[config.mk]
export PLATFORM = sky130hd
export DESIGN_NAME = lift_height_goal_supervisor_unit_flat
export DESIGN_NICKNAME = d
export VERILOG_FILES = /design/src/design/lhgs_pkg.sv /design/src/design/lhgs_req_if.sv /design/src/design/lhgs_rsp_if.sv /design/src/design/lhgs_csr.sv /design/src/design/lhgs_core.sv /design/src/design/lhgs_rsp_buf.sv /design/src/design/lift_height_goal_supervisor_unit.sv /design/src/flat_wrapper.sv
export SDC_FILE = /design/constraint.sdc
export NUM_CORES = 1
export LEC_CHECK = 0
export BUFFER_PORTS_ARGS = -buffer_cell sky130_fd_sc_hd__buf_4
export CORE_ASPECT_RATIO = 1.1
export CORE_MARGIN = 5
export CORE_UTILIZATION = 57
export DETAILED_ROUTE_END_ITERATION = 10
export PLACE_DENSITY = 0.85
export SETUP_SLACK_MARGIN = 0.4
export SYNTH_ARGS = -nofsm -noshare
export SYNTH_HDL_FRONTEND = slang
export SYNTH_SLANG_ARGS = --single-unit
[constraint.sdc]
create_clock -name clock -period 17.8 [get_ports clock]
set_input_delay 1.78 -clock clock [delete_from_list [all_inputs] [get_ports clock]]
set_output_delay 1.78 -clock clock [all_outputs]
set_load 0.005 [all_outputs]
[src/design/lhgs_pkg.sv]
`timescale 1ns / 1ps
// Shared types, codes and constants of the lift height goal supervisor.
package lhgs_pkg;

   localparam int CSR_ADDR_W = 5;
   localparam int CSR_DATA_W = 32;

   localparam logic [10:0] TRANSMIT_ID_RST   = 11'd288;
   localparam logic [10:0] RECEIVE_ID_RST    = 11'd544;
   localparam logic [25:0] MAX_HEIGHT_RST    = 26'd210000;
   localparam logic [25:0] TOLERANCE_RST     = 26'd5000;
   localparam logic [19:0] TIMEOUT_TICKS_RST = 20'd300;

   localparam logic [19:0] ELAPSED_MAX  = 20'hFFFFF;
   localparam logic [26:0] MM_ROUND     = 27'd500;
   localparam logic [27:0] MM_RECIP     = 28'd137438954;
   localparam int          MM_SHIFT     = 37;
   localparam logic [3:0]  MIN_FRAME_LEN = 4'd2;

   typedef enum logic [2:0] {
      CSR_TRANSMIT_ID   = 3'd0,
      CSR_RECEIVE_ID    = 3'd1,
      CSR_MAX_HEIGHT    = 3'd2,
      CSR_TOLERANCE     = 3'd3,
      CSR_TIMEOUT_TICKS = 3'd4
   } csr_index_type;

   typedef enum logic [2:0] {
      CMD_ACTION_GOAL = 3'd0,
      CMD_TOPIC_GOAL  = 3'd1,
      CMD_CAN_FRAME   = 3'd2,
      CMD_TICK        = 3'd3,
      CMD_CANCEL      = 3'd4
   } cmd_type;

   typedef enum logic [1:0] {
      MODE_IDLE   = 2'd0,
      MODE_ACTION = 2'd1,
      MODE_TOPIC  = 2'd2
   } mode_type;

   typedef enum logic [1:0] {
      KIND_FRAME    = 2'd0,
      KIND_STATUS   = 2'd1,
      KIND_FEEDBACK = 2'd2,
      KIND_RESULT   = 2'd3
   } kind_type;

   typedef enum logic [2:0] {
      CODE_REACHED   = 3'd0,
      CODE_OUT_RANGE = 3'd1,
      CODE_BUSY      = 3'd2,
      CODE_TIMEOUT   = 3'd3,
      CODE_CANCELED  = 3'd4
   } code_type;

   typedef struct packed {
      logic [2:0]         cmd;
      logic signed [26:0] target_um;
      logic [10:0]        frame_id;
      logic [3:0]         frame_length;
      logic [7:0]         frame_byte_low;
      logic [7:0]         frame_byte_high;
   } req_word_type;

   typedef struct packed {
      logic [1:0]  kind;
      logic [10:0] out_frame_id;
      logic [15:0] level_mm;
      logic        success;
      logic [2:0]  result_code;
      logic        last;
   } rsp_word_type;

   typedef struct packed {
      logic [10:0] transmit_id;
      logic [10:0] receive_id;
      logic [25:0] max_height_um;
      logic [25:0] tolerance_um;
      logic [19:0] timeout_ticks;
   } cfg_type;

   typedef struct packed {
      logic         load;
      logic [1:0]   count;
      rsp_word_type word0;
      rsp_word_type word1;
   } rsp_pair_type;

   // Rounds micrometres to millimetres by a reciprocal multiply, exact for
   // every 26-bit input, and saturates at the 16-bit range.
   function automatic logic [15:0] to_mm(input logic [25:0] um);
      logic [26:0] rounded;
      logic [54:0] prod;
      logic [17:0] quot;
      rounded = {1'b0, um} + MM_ROUND;
      prod    = 55'(rounded) * 55'(MM_RECIP);
      quot    = prod[54:MM_SHIFT];
      to_mm   = (quot > 18'h0FFFF) ? 16'hFFFF : quot[15:0];
   endfunction

endpackage

[src/design/lhgs_req_if.sv]
`timescale 1ns / 1ps
// Request channel interface carrying one input word with valid and ready.
interface lhgs_req_if;
   logic               valid;
   logic               ready;
   logic [2:0]         cmd;
   logic signed [26:0] target_um;
   logic [10:0]        frame_id;
   logic [3:0]         frame_length;
   logic [7:0]         frame_byte_low;
   logic [7:0]         frame_byte_high;

   modport source (output valid, cmd, target_um, frame_id, frame_length,
                   frame_byte_low, frame_byte_high, input ready);
   modport sink (input valid, cmd, target_um, frame_id, frame_length,
                 frame_byte_low, frame_byte_high, output ready);
endinterface

[src/design/lhgs_rsp_if.sv]
`timescale 1ns / 1ps
// Response channel interface carrying one result word with valid and ready.
interface lhgs_rsp_if;
   logic        valid;
   logic        ready;
   logic [1:0]  kind;
   logic [10:0] out_frame_id;
   logic [15:0] level_mm;
   logic        success;
   logic [2:0]  result_code;
   logic        last;

   modport source (output valid, kind, out_frame_id, level_mm, success,
                   result_code, last, input ready);
   modport sink (input valid, kind, out_frame_id, level_mm, success,
                 result_code, last, output ready);
endinterface

[src/design/lhgs_csr.sv]
`timescale 1ns / 1ps
// Configuration register file behind the APB-style port.
module lhgs_csr (
   input  logic                            clock,
   input  logic                            reset,
   input  logic                            psel,
   input  logic                            penable,
   input  logic                            pwrite,
   input  logic [lhgs_pkg::CSR_ADDR_W-1:0] paddr,
   input  logic [lhgs_pkg::CSR_DATA_W-1:0] pwdata,
   output logic [lhgs_pkg::CSR_DATA_W-1:0] prdata,
   output logic                            pready,
   output lhgs_pkg::cfg_type               cfg
);

   lhgs_pkg::cfg_type cfg_ff;
   lhgs_pkg::cfg_type cfg_in;
   logic              wr_en;
   logic [2:0]        index;

   assign pready = 1'b1;
   assign wr_en  = psel && penable && pwrite && pready;
   assign index  = paddr[4:2];
   assign cfg    = cfg_ff;

   always_comb begin
      cfg_in = cfg_ff;
      if (wr_en) begin
         case (index)
            lhgs_pkg::CSR_TRANSMIT_ID:   cfg_in.transmit_id   = pwdata[10:0];
            lhgs_pkg::CSR_RECEIVE_ID:    cfg_in.receive_id    = pwdata[10:0];
            lhgs_pkg::CSR_MAX_HEIGHT:    cfg_in.max_height_um = pwdata[25:0];
            lhgs_pkg::CSR_TOLERANCE:     cfg_in.tolerance_um  = pwdata[25:0];
            lhgs_pkg::CSR_TIMEOUT_TICKS: cfg_in.timeout_ticks = pwdata[19:0];
            default: ;
         endcase
      end
   end

   always_comb begin
      case (index)
         lhgs_pkg::CSR_TRANSMIT_ID:   prdata = 32'(cfg_ff.transmit_id);
         lhgs_pkg::CSR_RECEIVE_ID:    prdata = 32'(cfg_ff.receive_id);
         lhgs_pkg::CSR_MAX_HEIGHT:    prdata = 32'(cfg_ff.max_height_um);
         lhgs_pkg::CSR_TOLERANCE:     prdata = 32'(cfg_ff.tolerance_um);
         lhgs_pkg::CSR_TIMEOUT_TICKS: prdata = 32'(cfg_ff.timeout_ticks);
         default:                     prdata = '0;
      endcase
   end

   always_ff @(posedge clock) begin
      if (reset) begin
         cfg_ff.transmit_id   <= lhgs_pkg::TRANSMIT_ID_RST;
         cfg_ff.receive_id    <= lhgs_pkg::RECEIVE_ID_RST;
         cfg_ff.max_height_um <= lhgs_pkg::MAX_HEIGHT_RST;
         cfg_ff.tolerance_um  <= lhgs_pkg::TOLERANCE_RST;
         cfg_ff.timeout_ticks <= lhgs_pkg::TIMEOUT_TICKS_RST;
      end else begin
         cfg_ff <= cfg_in;
      end
   end

endmodule

[src/design/lhgs_core.sv]
`timescale 1ns / 1ps
// Input register, goal state and the per-word decision logic.
module lhgs_core (
   input  logic                   clock,
   input  logic                   reset,
   input  logic                   req_valid,
   input  lhgs_pkg::req_word_type req_word,
   output logic                   req_ready,
   input  lhgs_pkg::cfg_type      cfg,
   input  logic                   free,
   output lhgs_pkg::rsp_pair_type pair
);

   logic                   in_valid_ff;
   lhgs_pkg::req_word_type in_word_ff;
   lhgs_pkg::mode_type     mode_ff, mode_in;
   logic [25:0]            goal_um_ff, goal_um_in;
   logic [15:0]            goal_mm_ff, goal_mm_in;
   logic [15:0]            measured_ff, measured_in;
   logic [19:0]            elapsed_ff, elapsed_in;
   logic                   cancel_ff, cancel_in;

   logic                   go;
   logic                   in_range;
   logic [15:0]            new_mm;
   logic [19:0]            elapsed_inc;
   logic                   timed_out;
   logic [26:0]            meas_um;
   logic signed [27:0]     err;
   logic [27:0]            err_abs;
   logic                   near_goal;
   lhgs_pkg::rsp_word_type word0, word1;
   logic [1:0]             count;

   assign go        = in_valid_ff && free;
   assign req_ready = !in_valid_ff || go;

   assign in_range = !in_word_ff.target_um[26] &&
                     (in_word_ff.target_um[25:0] <= cfg.max_height_um);
   assign new_mm   = lhgs_pkg::to_mm(in_word_ff.target_um[25:0]);

   assign elapsed_inc = (elapsed_ff == lhgs_pkg::ELAPSED_MAX) ? elapsed_ff
                                                             : elapsed_ff + 20'd1;
   assign timed_out   = elapsed_inc > cfg.timeout_ticks;

   // Measured millimetres times 1000 by shifts and subtracts.
   assign meas_um   = (27'(measured_ff) << 10) - (27'(measured_ff) << 4)
                      - (27'(measured_ff) << 3);
   assign err       = signed'({1'b0, meas_um}) - signed'({2'b0, goal_um_ff});
   assign err_abs   = err[27] ? 28'(-err) : 28'(err);
   assign near_goal = err_abs < {2'b0, cfg.tolerance_um};

   always_comb begin
      lhgs_pkg::rsp_word_type result_w;
      lhgs_pkg::rsp_word_type frame_w;
      lhgs_pkg::rsp_word_type status_w;

      mode_in     = mode_ff;
      goal_um_in  = goal_um_ff;
      goal_mm_in  = goal_mm_ff;
      measured_in = measured_ff;
      elapsed_in  = elapsed_ff;
      cancel_in   = cancel_ff;
      word0       = '0;
      word1       = '0;
      count       = 2'd0;

      result_w              = '0;
      result_w.kind         = lhgs_pkg::KIND_RESULT;
      result_w.level_mm     = measured_ff;
      frame_w               = '0;
      frame_w.kind          = lhgs_pkg::KIND_FRAME;
      frame_w.out_frame_id  = cfg.transmit_id;
      frame_w.level_mm      = goal_mm_ff;
      status_w              = '0;
      status_w.level_mm     = measured_ff;

      case (in_word_ff.cmd)
         lhgs_pkg::CMD_ACTION_GOAL: begin
            elapsed_in = '0;
            count      = 2'd1;
            if (!in_range) begin
               word0             = result_w;
               word0.result_code = lhgs_pkg::CODE_OUT_RANGE;
            end else if (mode_ff != lhgs_pkg::MODE_IDLE) begin
               word0             = result_w;
               word0.result_code = lhgs_pkg::CODE_BUSY;
            end else begin
               mode_in        = lhgs_pkg::MODE_ACTION;
               goal_um_in     = in_word_ff.target_um[25:0];
               goal_mm_in     = new_mm;
               cancel_in      = 1'b0;
               word0          = frame_w;
               word0.level_mm = new_mm;
            end
         end
         lhgs_pkg::CMD_TOPIC_GOAL: begin
            if (in_range && mode_ff == lhgs_pkg::MODE_IDLE) begin
               mode_in        = lhgs_pkg::MODE_TOPIC;
               goal_um_in     = in_word_ff.target_um[25:0];
               goal_mm_in     = new_mm;
               elapsed_in     = '0;
               cancel_in      = 1'b0;
               word0          = frame_w;
               word0.level_mm = new_mm;
               count          = 2'd1;
            end
         end
         lhgs_pkg::CMD_CAN_FRAME: begin
            if (in_word_ff.frame_id == cfg.receive_id &&
                in_word_ff.frame_length >= lhgs_pkg::MIN_FRAME_LEN) begin
               measured_in    = {in_word_ff.frame_byte_high, in_word_ff.frame_byte_low};
               word0          = status_w;
               word0.kind     = lhgs_pkg::KIND_STATUS;
               word0.level_mm = measured_in;
               count          = 2'd1;
            end
         end
         lhgs_pkg::CMD_TICK: begin
            elapsed_in = elapsed_inc;
            if (mode_ff == lhgs_pkg::MODE_ACTION) begin
               if (timed_out) begin
                  mode_in           = lhgs_pkg::MODE_IDLE;
                  cancel_in         = 1'b0;
                  word0             = result_w;
                  word0.result_code = lhgs_pkg::CODE_TIMEOUT;
                  count             = 2'd1;
               end else if (cancel_ff) begin
                  mode_in           = lhgs_pkg::MODE_IDLE;
                  cancel_in         = 1'b0;
                  word0             = result_w;
                  word0.result_code = lhgs_pkg::CODE_CANCELED;
                  count             = 2'd1;
               end else begin
                  word0      = status_w;
                  word0.kind = lhgs_pkg::KIND_FEEDBACK;
                  count      = 2'd2;
                  if (near_goal) begin
                     mode_in           = lhgs_pkg::MODE_IDLE;
                     cancel_in         = 1'b0;
                     word1             = result_w;
                     word1.success     = 1'b1;
                     word1.result_code = lhgs_pkg::CODE_REACHED;
                  end else begin
                     word1 = frame_w;
                  end
               end
            end else if (mode_ff == lhgs_pkg::MODE_TOPIC) begin
               if (timed_out || near_goal) begin
                  mode_in   = lhgs_pkg::MODE_IDLE;
                  cancel_in = 1'b0;
               end else begin
                  word0 = frame_w;
                  count = 2'd1;
               end
            end
         end
         lhgs_pkg::CMD_CANCEL: begin
            if (mode_ff == lhgs_pkg::MODE_ACTION) begin
               cancel_in = 1'b1;
            end
         end
         default: ;
      endcase

      if (count == 2'd1) begin
         word0.last = 1'b1;
      end else if (count == 2'd2) begin
         word1.last = 1'b1;
      end
   end

   assign pair.load  = go;
   assign pair.count = count;
   assign pair.word0 = word0;
   assign pair.word1 = word1;

   always_ff @(posedge clock) begin
      if (reset) begin
         in_valid_ff <= 1'b0;
      end else if (req_ready) begin
         in_valid_ff <= req_valid;
      end
   end

   always_ff @(posedge clock) begin
      if (req_ready && req_valid) begin
         in_word_ff <= req_word;
      end
   end

   always_ff @(posedge clock) begin
      if (reset) begin
         mode_ff     <= lhgs_pkg::MODE_IDLE;
         goal_um_ff  <= '0;
         goal_mm_ff  <= '0;
         measured_ff <= '0;
         elapsed_ff  <= '0;
         cancel_ff   <= 1'b0;
      end else if (go) begin
         mode_ff     <= mode_in;
         goal_um_ff  <= goal_um_in;
         goal_mm_ff  <= goal_mm_in;
         measured_ff <= measured_in;
         elapsed_ff  <= elapsed_in;
         cancel_ff   <= cancel_in;
      end
   end

endmodule

[src/design/lhgs_rsp_buf.sv]
`timescale 1ns / 1ps
// Two-slot result register that hands out the words of one input in order.
module lhgs_rsp_buf (
   input  logic                   clock,
   input  logic                   reset,
   input  lhgs_pkg::rsp_pair_type pair,
   output logic                   free,
   output logic                   rsp_valid,
   input  logic                   rsp_ready,
   output lhgs_pkg::rsp_word_type rsp_word
);

   logic [1:0]             cnt_ff, cnt_in;
   lhgs_pkg::rsp_word_type slot0_ff, slot0_in;
   lhgs_pkg::rsp_word_type slot1_ff, slot1_in;
   logic                   pop;

   assign rsp_valid = cnt_ff != 2'd0;
   assign rsp_word  = slot0_ff;
   assign pop       = rsp_valid && rsp_ready;
   assign free      = (cnt_ff == 2'd0) || (cnt_ff == 2'd1 && pop);

   always_comb begin
      cnt_in   = cnt_ff;
      slot0_in = slot0_ff;
      slot1_in = slot1_ff;
      if (pop) begin
         cnt_in   = cnt_ff - 2'd1;
         slot0_in = slot1_ff;
      end
      if (pair.load && pair.count != 2'd0) begin
         cnt_in   = pair.count;
         slot0_in = pair.word0;
         slot1_in = pair.word1;
      end
   end

   always_ff @(posedge clock) begin
      if (reset) begin
         cnt_ff <= 2'd0;
      end else begin
         cnt_ff <= cnt_in;
      end
   end

   always_ff @(posedge clock) begin
      slot0_ff <= slot0_in;
      slot1_ff <= slot1_in;
   end

endmodule

[src/design/lift_height_goal_supervisor_unit.sv]
`timescale 1ns / 1ps
// Top level of the lift height goal supervisor.
// A word is registered at acceptance; its results are loaded into the result
// register once that is free and offered in order. Throughput: one input word
// per cycle while each gives at most one result and the result port is not
// stalled; a tick with two result words holds the result register until both
// are taken. Reset clears the goal state, empties the input and result
// registers and restores the configuration registers to their defaults.
module lift_height_goal_supervisor_unit (
   input  logic                            clock,
   input  logic                            reset,
   lhgs_req_if.sink                        req_port,
   lhgs_rsp_if.source                      rsp_port,
   input  logic                            csr_psel,
   input  logic                            csr_penable,
   input  logic                            csr_pwrite,
   input  logic [lhgs_pkg::CSR_ADDR_W-1:0] csr_paddr,
   input  logic [lhgs_pkg::CSR_DATA_W-1:0] csr_pwdata,
   output logic [lhgs_pkg::CSR_DATA_W-1:0] csr_prdata,
   output logic                            csr_pready
);

   lhgs_pkg::cfg_type      cfg;
   lhgs_pkg::req_word_type req_word;
   lhgs_pkg::rsp_word_type rsp_word;
   lhgs_pkg::rsp_pair_type pair;
   logic                   free;

   assign req_word.cmd             = req_port.cmd;
   assign req_word.target_um       = req_port.target_um;
   assign req_word.frame_id        = req_port.frame_id;
   assign req_word.frame_length    = req_port.frame_length;
   assign req_word.frame_byte_low  = req_port.frame_byte_low;
   assign req_word.frame_byte_high = req_port.frame_byte_high;

   assign rsp_port.kind         = rsp_word.kind;
   assign rsp_port.out_frame_id = rsp_word.out_frame_id;
   assign rsp_port.level_mm     = rsp_word.level_mm;
   assign rsp_port.success      = rsp_word.success;
   assign rsp_port.result_code  = rsp_word.result_code;
   assign rsp_port.last         = rsp_word.last;

   lhgs_csr u_csr (
      .clock   (clock),
      .reset   (reset),
      .psel    (csr_psel),
      .penable (csr_penable),
      .pwrite  (csr_pwrite),
      .paddr   (csr_paddr),
      .pwdata  (csr_pwdata),
      .prdata  (csr_prdata),
      .pready  (csr_pready),
      .cfg     (cfg)
   );

   lhgs_core u_core (
      .clock     (clock),
      .reset     (reset),
      .req_valid (req_port.valid),
      .req_word  (req_word),
      .req_ready (req_port.ready),
      .cfg       (cfg),
      .free      (free),
      .pair      (pair)
   );

   lhgs_rsp_buf u_rsp_buf (
      .clock     (clock),
      .reset     (reset),
      .pair      (pair),
      .free      (free),
      .rsp_valid (rsp_port.valid),
      .rsp_ready (rsp_port.ready),
      .rsp_word  (rsp_word)
   );

endmodule

[src/flat_wrapper.sv]
// flat-port wrapper written by rule: the top's interface ports become plain ports
module lift_height_goal_supervisor_unit_flat 
  (clock, reset, csr_psel, csr_penable, csr_pwrite, csr_paddr, csr_pwdata, csr_prdata, csr_pready, req_port_valid, req_port_cmd, req_port_target_um, req_port_frame_id, req_port_frame_length, req_port_frame_byte_low, req_port_frame_byte_high, req_port_ready, rsp_port_valid, rsp_port_kind, rsp_port_out_frame_id, rsp_port_level_mm, rsp_port_success, rsp_port_result_code, rsp_port_last, rsp_port_ready);
  lhgs_req_if req_port_i ();
  lhgs_rsp_if rsp_port_i ();
  input  logic clock;
  input  logic reset;
  input  logic csr_psel;
  input  logic csr_penable;
  input  logic csr_pwrite;
  input  logic [lhgs_pkg::CSR_ADDR_W-1:0] csr_paddr;
  input  logic [lhgs_pkg::CSR_DATA_W-1:0] csr_pwdata;
  output logic [lhgs_pkg::CSR_DATA_W-1:0] csr_prdata;
  output logic csr_pready;
  input wire logic [$bits(req_port_i.valid)-1:0] req_port_valid;
  input wire logic [$bits(req_port_i.cmd)-1:0] req_port_cmd;
  input wire logic [$bits(req_port_i.target_um)-1:0] req_port_target_um;
  input wire logic [$bits(req_port_i.frame_id)-1:0] req_port_frame_id;
  input wire logic [$bits(req_port_i.frame_length)-1:0] req_port_frame_length;
  input wire logic [$bits(req_port_i.frame_byte_low)-1:0] req_port_frame_byte_low;
  input wire logic [$bits(req_port_i.frame_byte_high)-1:0] req_port_frame_byte_high;
  output wire logic [$bits(req_port_i.ready)-1:0] req_port_ready;
  output wire logic [$bits(rsp_port_i.valid)-1:0] rsp_port_valid;
  output wire logic [$bits(rsp_port_i.kind)-1:0] rsp_port_kind;
  output wire logic [$bits(rsp_port_i.out_frame_id)-1:0] rsp_port_out_frame_id;
  output wire logic [$bits(rsp_port_i.level_mm)-1:0] rsp_port_level_mm;
  output wire logic [$bits(rsp_port_i.success)-1:0] rsp_port_success;
  output wire logic [$bits(rsp_port_i.result_code)-1:0] rsp_port_result_code;
  output wire logic [$bits(rsp_port_i.last)-1:0] rsp_port_last;
  input wire logic [$bits(rsp_port_i.ready)-1:0] rsp_port_ready;
  assign req_port_i.valid = req_port_valid;
  assign req_port_i.cmd = req_port_cmd;
  assign req_port_i.target_um = req_port_target_um;
  assign req_port_i.frame_id = req_port_frame_id;
  assign req_port_i.frame_length = req_port_frame_length;
  assign req_port_i.frame_byte_low = req_port_frame_byte_low;
  assign req_port_i.frame_byte_high = req_port_frame_byte_high;
  assign req_port_ready = req_port_i.ready;
  assign rsp_port_valid = rsp_port_i.valid;
  assign rsp_port_kind = rsp_port_i.kind;
  assign rsp_port_out_frame_id = rsp_port_i.out_frame_id;
  assign rsp_port_level_mm = rsp_port_i.level_mm;
  assign rsp_port_success = rsp_port_i.success;
  assign rsp_port_result_code = rsp_port_i.result_code;
  assign rsp_port_last = rsp_port_i.last;
  assign rsp_port_i.ready = rsp_port_ready;
  lift_height_goal_supervisor_unit u_core (.clock(clock), .reset(reset), .req_port(req_port_i), .rsp_port(rsp_port_i), .csr_psel(csr_psel), .csr_penable(csr_penable), .csr_pwrite(csr_pwrite), .csr_paddr(csr_paddr), .csr_pwdata(csr_pwdata), .csr_prdata(csr_prdata), .csr_pready(csr_pready));
endmodule
==> Word-level counts from Yosys, hierarchy flattened <==
Index checks and enable logic that the tools add are counted.
{ "totals": {"register_bits": 307, "output_inout_bits": 69, "wordCells": 168} }
{ "classes": {"n_addsub": 7, "mul": 1, "n_lt_le_gt_ge": 5, "eq_ne": 22, "n_mux": 62, "n_bitwise": 2, "n_reduce_logical": 38} }
{ "op_table": {"columns": ["op", "count"], "rows": [
  ["$mux W34", 6],
  ["$pmux W34 S4", 1],
  ["$pmux W26 S5", 1],
  ["$mux W33", 3],
  ["$mux W32", 3],
  ["$mux W26", 3],
  ["$mux W16", 4],
  ["$pmux W20 S3", 1],
  ["$mul A27 B27 Y54 const B", 1],
  ["$pmux W26 S2", 1],
  ["$mux W20", 2],
  ["$pmux W16 S2", 1],
  ["$lt A28 B26 Y1", 1],
  ["$mux W2", 14],
  ["$mux W28", 1],
  ["$neg A28 Y28", 1],
  ["$sub A27 B26 Y28", 1],
  ["$add A26 B9 Y27 const B", 1],
  ["$sub A26 B20 Y27", 1],
  ["$sub A27 B19 Y27", 1],
  ["$le A26 B26 Y1", 1],
  ["$add A20 B1 Y20 const B", 1],
  ["$eq A20 B20 Y1 const B", 1],
  ["$gt A20 B20 Y1", 1],
  ["31 further kinds", 85]
]} }

==> Logic depth before layout (Yosys ltp) <==
{ "depth": {"depth_word": 14, "depth_mapped": 39, "ltp_nobuf": 35} }

==> Cells and area by module <==
A second synthesis with hierarchy kept.
{ "hier_totals": {"cells_unflattened": 3328, "area_unflattened_um2": 30683.2} }
{ "modules_own_cells": {"columns": ["module", "n_inst", "cells_per_inst", "area_each_um2", "seq_area_each_um2"], "rows": [
  ["lhgs_core", 1, 2654, 23428.7, 3443.3],
  ["lhgs_csr", 1, 476, 4591.9, 1881.8],
  ["lhgs_rsp_buf", 1, 198, 2662.6, 2082.0]
]} }

==> Worst setup path before layout <==
No wires, ideal clock.
{ "synth_path": {"path_type": "reg-to-reg", "start": "register u_core.u_core.in_word_ff[35] (netlist bit)", "end": "register u_core.u_rsp_buf.slot0_ff (netlist bit u_core.u_rsp_buf.rsp_word[16]) (data pin)", "setup_time_ns": 0.260, "arrival_time_ns": 8.457, "required_ns": 17.540, "path_slack_ns": 9.083, "stages_incl_launch_ff": 32, "n_path_buf": 2, "period_less_slack_ns": 8.717, "path_cell_list": "edfxtp_1 -> or4_1 -> nor2_1 -> o21ai_0 -> nor2b_1 -> and2_1 -> clkbuf_1 -> nand3_1 -> xor2_1 -> inv_1 -> ha_1 -> fa_1 -> xnor2_1 -> fa_1 -> fa_1 -> fa_1 -> inv_1 -> fa_1 -> inv_1 -> ha_1 -> a211oi_1 -> nor2_1 -> o311a_1 -> or4b_1 -> nand3_1 -> o21ai_0 -> o211ai_1 -> clkbuf_1 -> a21oi_2 -> nand2_1 -> a221o_1 -> mux2_4"} }
{ "synth_lines": {"columns": ["element", "line", "text"], "rows": [
  ["from (decl)", "lhgs_core.sv:15", "lhgs_pkg::req_word_type in_word_ff;"],
  ["from (signal assigned)", "lhgs_core.sv:188", "in_word_ff <= req_word;"],
  ["to (signal assigned)", "lhgs_rsp_buf.sv:47", "slot0_ff <= slot0_in;"],
  ["to (decl)", "lhgs_rsp_buf.sv:14", "lhgs_pkg::rsp_word_type slot0_ff, slot0_in;"]
]} }

==> metrics.md <==
| Metric | Value |
|---|---|
| Clock latency on the worst-skew pair | 0.59 ns |
| DR WL/cell | 19.8 um |
| Largest net degree at the start of global routing | 106 |
| Synth Instances | 3360 |
| Via/cell ratio | 5.85 |
| Layout cells sized above 1 | 7.57% |
| CTS sink cnt | 301 |
| CTS max path bufs | 3 |
| Syn Area/Cell | 8.97 sq um |
| Tot GR Track Use | 27.6% |
| Leak | 15.2 nW |
| Worst VDD drop | 0.208 mV |
| Worst stage delay on the critical path | 0.81 ns |
| Yosys top cell area share | 16.8% |
| CTS root buf | clkbuf_16 |
| Met2 global-route usage | 47.0% |
| Cell mode on critical path | inv_1 |
| CORE AREA | 0.0524 sq mm |
| WL final | 81700 um |
| Non-Filler Instances | 4137 |
| Chip height | 251 um |
| Switching power | 3.13 mW |
| Status | finished, final reports clean |
| Final Power | 6.03 mW |
| Final setup viols | 0 |
| Endpoints failing hold | 0 |
| GR Layer Usage met1 | 35.5% |
| P_int | 2.90 mW |
| TritonCTS Buffers | 28 |
| R2r setup slk | 7.12 ns |
| Tmin final | 10.68 ns |
| Power per Cell Area | 185 mW/mm^2 |
| Worst setup margin | 7.12 ns |
| Maxcap violations | 0 |
| Sw Share | 51.9% |
| Crit-path max FO | 11 |
| Synth async-reset ratio | 0% |
| Synth Cell Area | 0.0301 sq mm |
| Worst-Margin Slew | 1.26 ns |
| Yosys warning count | 0 |
| Max-slew violation count | 0 |
| WP data arrival | 11.05 ns |
| Pre-CTS WS | 7.44 ns |
| First-pass GRT wire length | 128000 um |
| Cts repair resizes | 0 |
| Number of synthesized flops with an enable pin | 123 |
| Min-Delay Path Class | reg -> reg |
| Via count | 24200 |
| Part of the power in combinational logic | 77.5% |
| GRT overflow | 0 |
| CP Class | reg -> reg |
| Final Cycle Share | 60.0% |
| Clock power share | 9.7% |
| Setup_tns | 0 ns |
| GR peak layer | met2 |
| Critical path launch point type | register |
| Crit end category | register |
| DRC | 0 |
| FF+latch count, synth | 301 |
| DPL Wire Length | 65500 um |
| Postcts setup bufs | 0 |
| Largest area contributor in the netlist | ha_1 |
| Largest cells by area after synthesis | ha_1 17%, fa_1 15%, edfxtp_1 12% |
| Die ar. | 0.0576 sq mm |
| Clock-pin slew on the worst setup and hold paths | 0.07 ns |
| Pre-antenna DRT Iters | 6 |
| Register share of total power | 12.8% |
| Final clock skew | 0.0419 ns |
| Post-synthesis cell type count | 92 |
| Initial Util | 57.5% |
| Ports | 174 |
| Worst slew margin | 15.1% |
| Initial antenna violation count | 2 |
| Placed cell count | 4083 |
| Ys flop type | dfxtp_1 |
| Gpl congestion | 1.03 |
| Max Clk Rate | 93.7 MHz |
| Hold-fix buffers, CTS | 0 |
| Rows | 88 |
| CTS H-tree depth | 1 |
| Sequential share of the synthesized area | 24.1% |
| RSZ-0062 raised after global routing | false |
| Total Nets Final | 4180 |
| Final core utilization | 62.3% |
| Vias in the first global route | 24000 |
| Worst path slowest cell | xor2_1 |
| Met3 Use GR | 5.09% |
| Die Wd | 229 um |
| Detail Route Antenna Nets | 0 |
| Worst EP required | 18.17 ns |
| Area Growth Syn to Fin | 8.25% |
| Port Buffer Count | 157 |
| Initial drt markers | 1956 |
| CTS tree | built |
[sequential cells by signal (all words and copies together), names as in the netlist]
signal and cells:
u_core.u_rsp_buf.cnt_ff 2, u_core.u_core.mode_ff 2, u_core.u_core.in_word_ff 60, u_core.u_core.in_valid_ff 1
u_core.u_rsp_buf.rsp_word 34, u_core.u_rsp_buf.slot1_ff 29, u_core.u_csr.cfg 94, u_core.u_core.goal_um_ff 26
u_core.u_core.cancel_ff 1, u_core.u_core.goal_mm_ff 16, u_core.u_core.measured_ff 16, u_core.u_core.elapsed_ff 20
[area by class of cell]
cell class	count	area [sq um]
Inverter	603	2260
Clock buffer	42	778
Antenna cell	2	5.00
Timing Repair Buffer	172	1290
Fill cell	4322	19800
Multi-Input combinational cell	2332	20100
Tap cell	675	845
Sequential cell	301	7260
Clock inverter	10	105
[final timing paths]
check                               startpoint                            end  depth (start not counted)
setup / recovery  u_core.u_core.in_word_ff[33]  u_core.u_rsp_buf.rsp_word[18]                         30
hold / removal            u_core.u_csr.cfg[68]           u_core.u_csr.cfg[68]                          2
setup reg to reg  u_core.u_core.in_word_ff[33]  u_core.u_rsp_buf.rsp_word[18]                         30
hold reg to reg           u_core.u_csr.cfg[68]           u_core.u_csr.cfg[68]                          2
[Yosys cell counts, types with 9 or more instances]
cell        n
nand3b_1   14
nor3_1     28
nor4_1     15
a211oi_1   29
a31oi_1    11
a211o_1    31
nand4_1    37
clkbuf_1   98
a22o_1     17
xnor2_1    95
a21o_1     34
edfxtp_1  123
nand2b_1   23
nor2_1    234
o21ai_0   102
mux2i_1   118
or3_1      18
xor2_1     45
a21oi_1   220
fa_1      233
o21bai_1    9
nand2_1   286
dfxtp_1   178
nor2b_1    17
o21a_1     19
or2_2      10
and3_1     28
nand3_1    48
inv_1     602
ha_1      404
mux2_4     10
and4_1     19
and2_1     18
o211ai_1   14
o22ai_1    19
[power groups by stage]
stage | Clock, mW | Combinational [mW] | Sequential (mW)
2_1_floorplan | 0 | 3.37 | 0.772
3_3_place_gp | 0 | 4.48 | 0.784
3_5_place_dp | 0 | 4.63 | 0.784
4_1_cts | 0.590 | 4.67 | 0.769
5_1_grt | 0.619 | 5.32 | 0.772
6_report | 0.587 | 4.67 | 0.770
[layer usage]
layer / share of wire (%) / wire length, um
met1: 40 / 32600
met2: 48 / 39200
met3: 8.3 / 6750
met4: 3.9 / 3180
met5: 0 / 0
[through the flow]
stage,hold slack [ns],cell area (sq um)
floorplan,0.446,30200
global placement,0.456,31700
detailed placement,0.462,31700
CTS,0.470,32600
global route,0.490,32600
finish,0.471,32600
[critical path: cells and delay by family (launching register included)]
| kind | cells | cell delay [ns] |
|---|---|---|
| AOI/OAI and AO/OA | 5 | 2.03 |
| xor gates and xnor gates | 1 | 0.81 |
| and+or+nand+nor | 9 | 2.45 |
| muxes | 1 | 0.29 |
| adders and majority gates | 7 | 3.28 |
| DFF | 1 | 0.54 |
| buffers and inverters | 7 | 1.05 |
[logic make-up after synthesis]
group | count (synthesis) | synth area share, %
other | 2 | 0.0249
multiplexers | 136 | 4.72
AND/OR/NAND/NOR | 825 | 12.9
XOR/XNOR | 140 | 4.07
adder cells (fa/ha/maj) | 637 | 32.2
buffers and inverters | 732 | 9.46
flip-flops | 301 | 24.1
AO/OA/AOI/OAI | 587 | 12.5
[cell usage in the layout, fill, tap and decap left out, types with 9 or more instances in the layout]
master     Yosys  routed
o21a_1        19      19
inv_1        602     602
nand4_1       37      37
a21oi_1      220     220
mux2_4        10      10
nor4_1        15      15
a21o_1        34      34
buf_4          8     172
fa_1         233     233
and3_1        28      28
nand3_1       48      48
and2_1        18      17
o21bai_1       9       9
nand2b_1      23      22
or2_2         10      10
a211o_1       31      31
a211oi_1      29      29
nand2_1      286     286
nor2_1       234     230
clkbuf_1      98      10
nand3b_1      14      14
nor2b_1       17      17
or3_1         18      18
nor3_1        28      28
mux2i_1      118     118
and4_1        19      19
o211ai_1      14      14
edfxtp_1     123     123
o21ai_0      102     102
ha_1         404     404
xor2_1        45      45
dfxtp_1      178     178
clkbuf_16      0      28
a31oi_1       11      11
a22o_1        17      17
o22ai_1       19      19
xnor2_1       95      95
No activity file was read; power rests on OpenSTA's default activity.
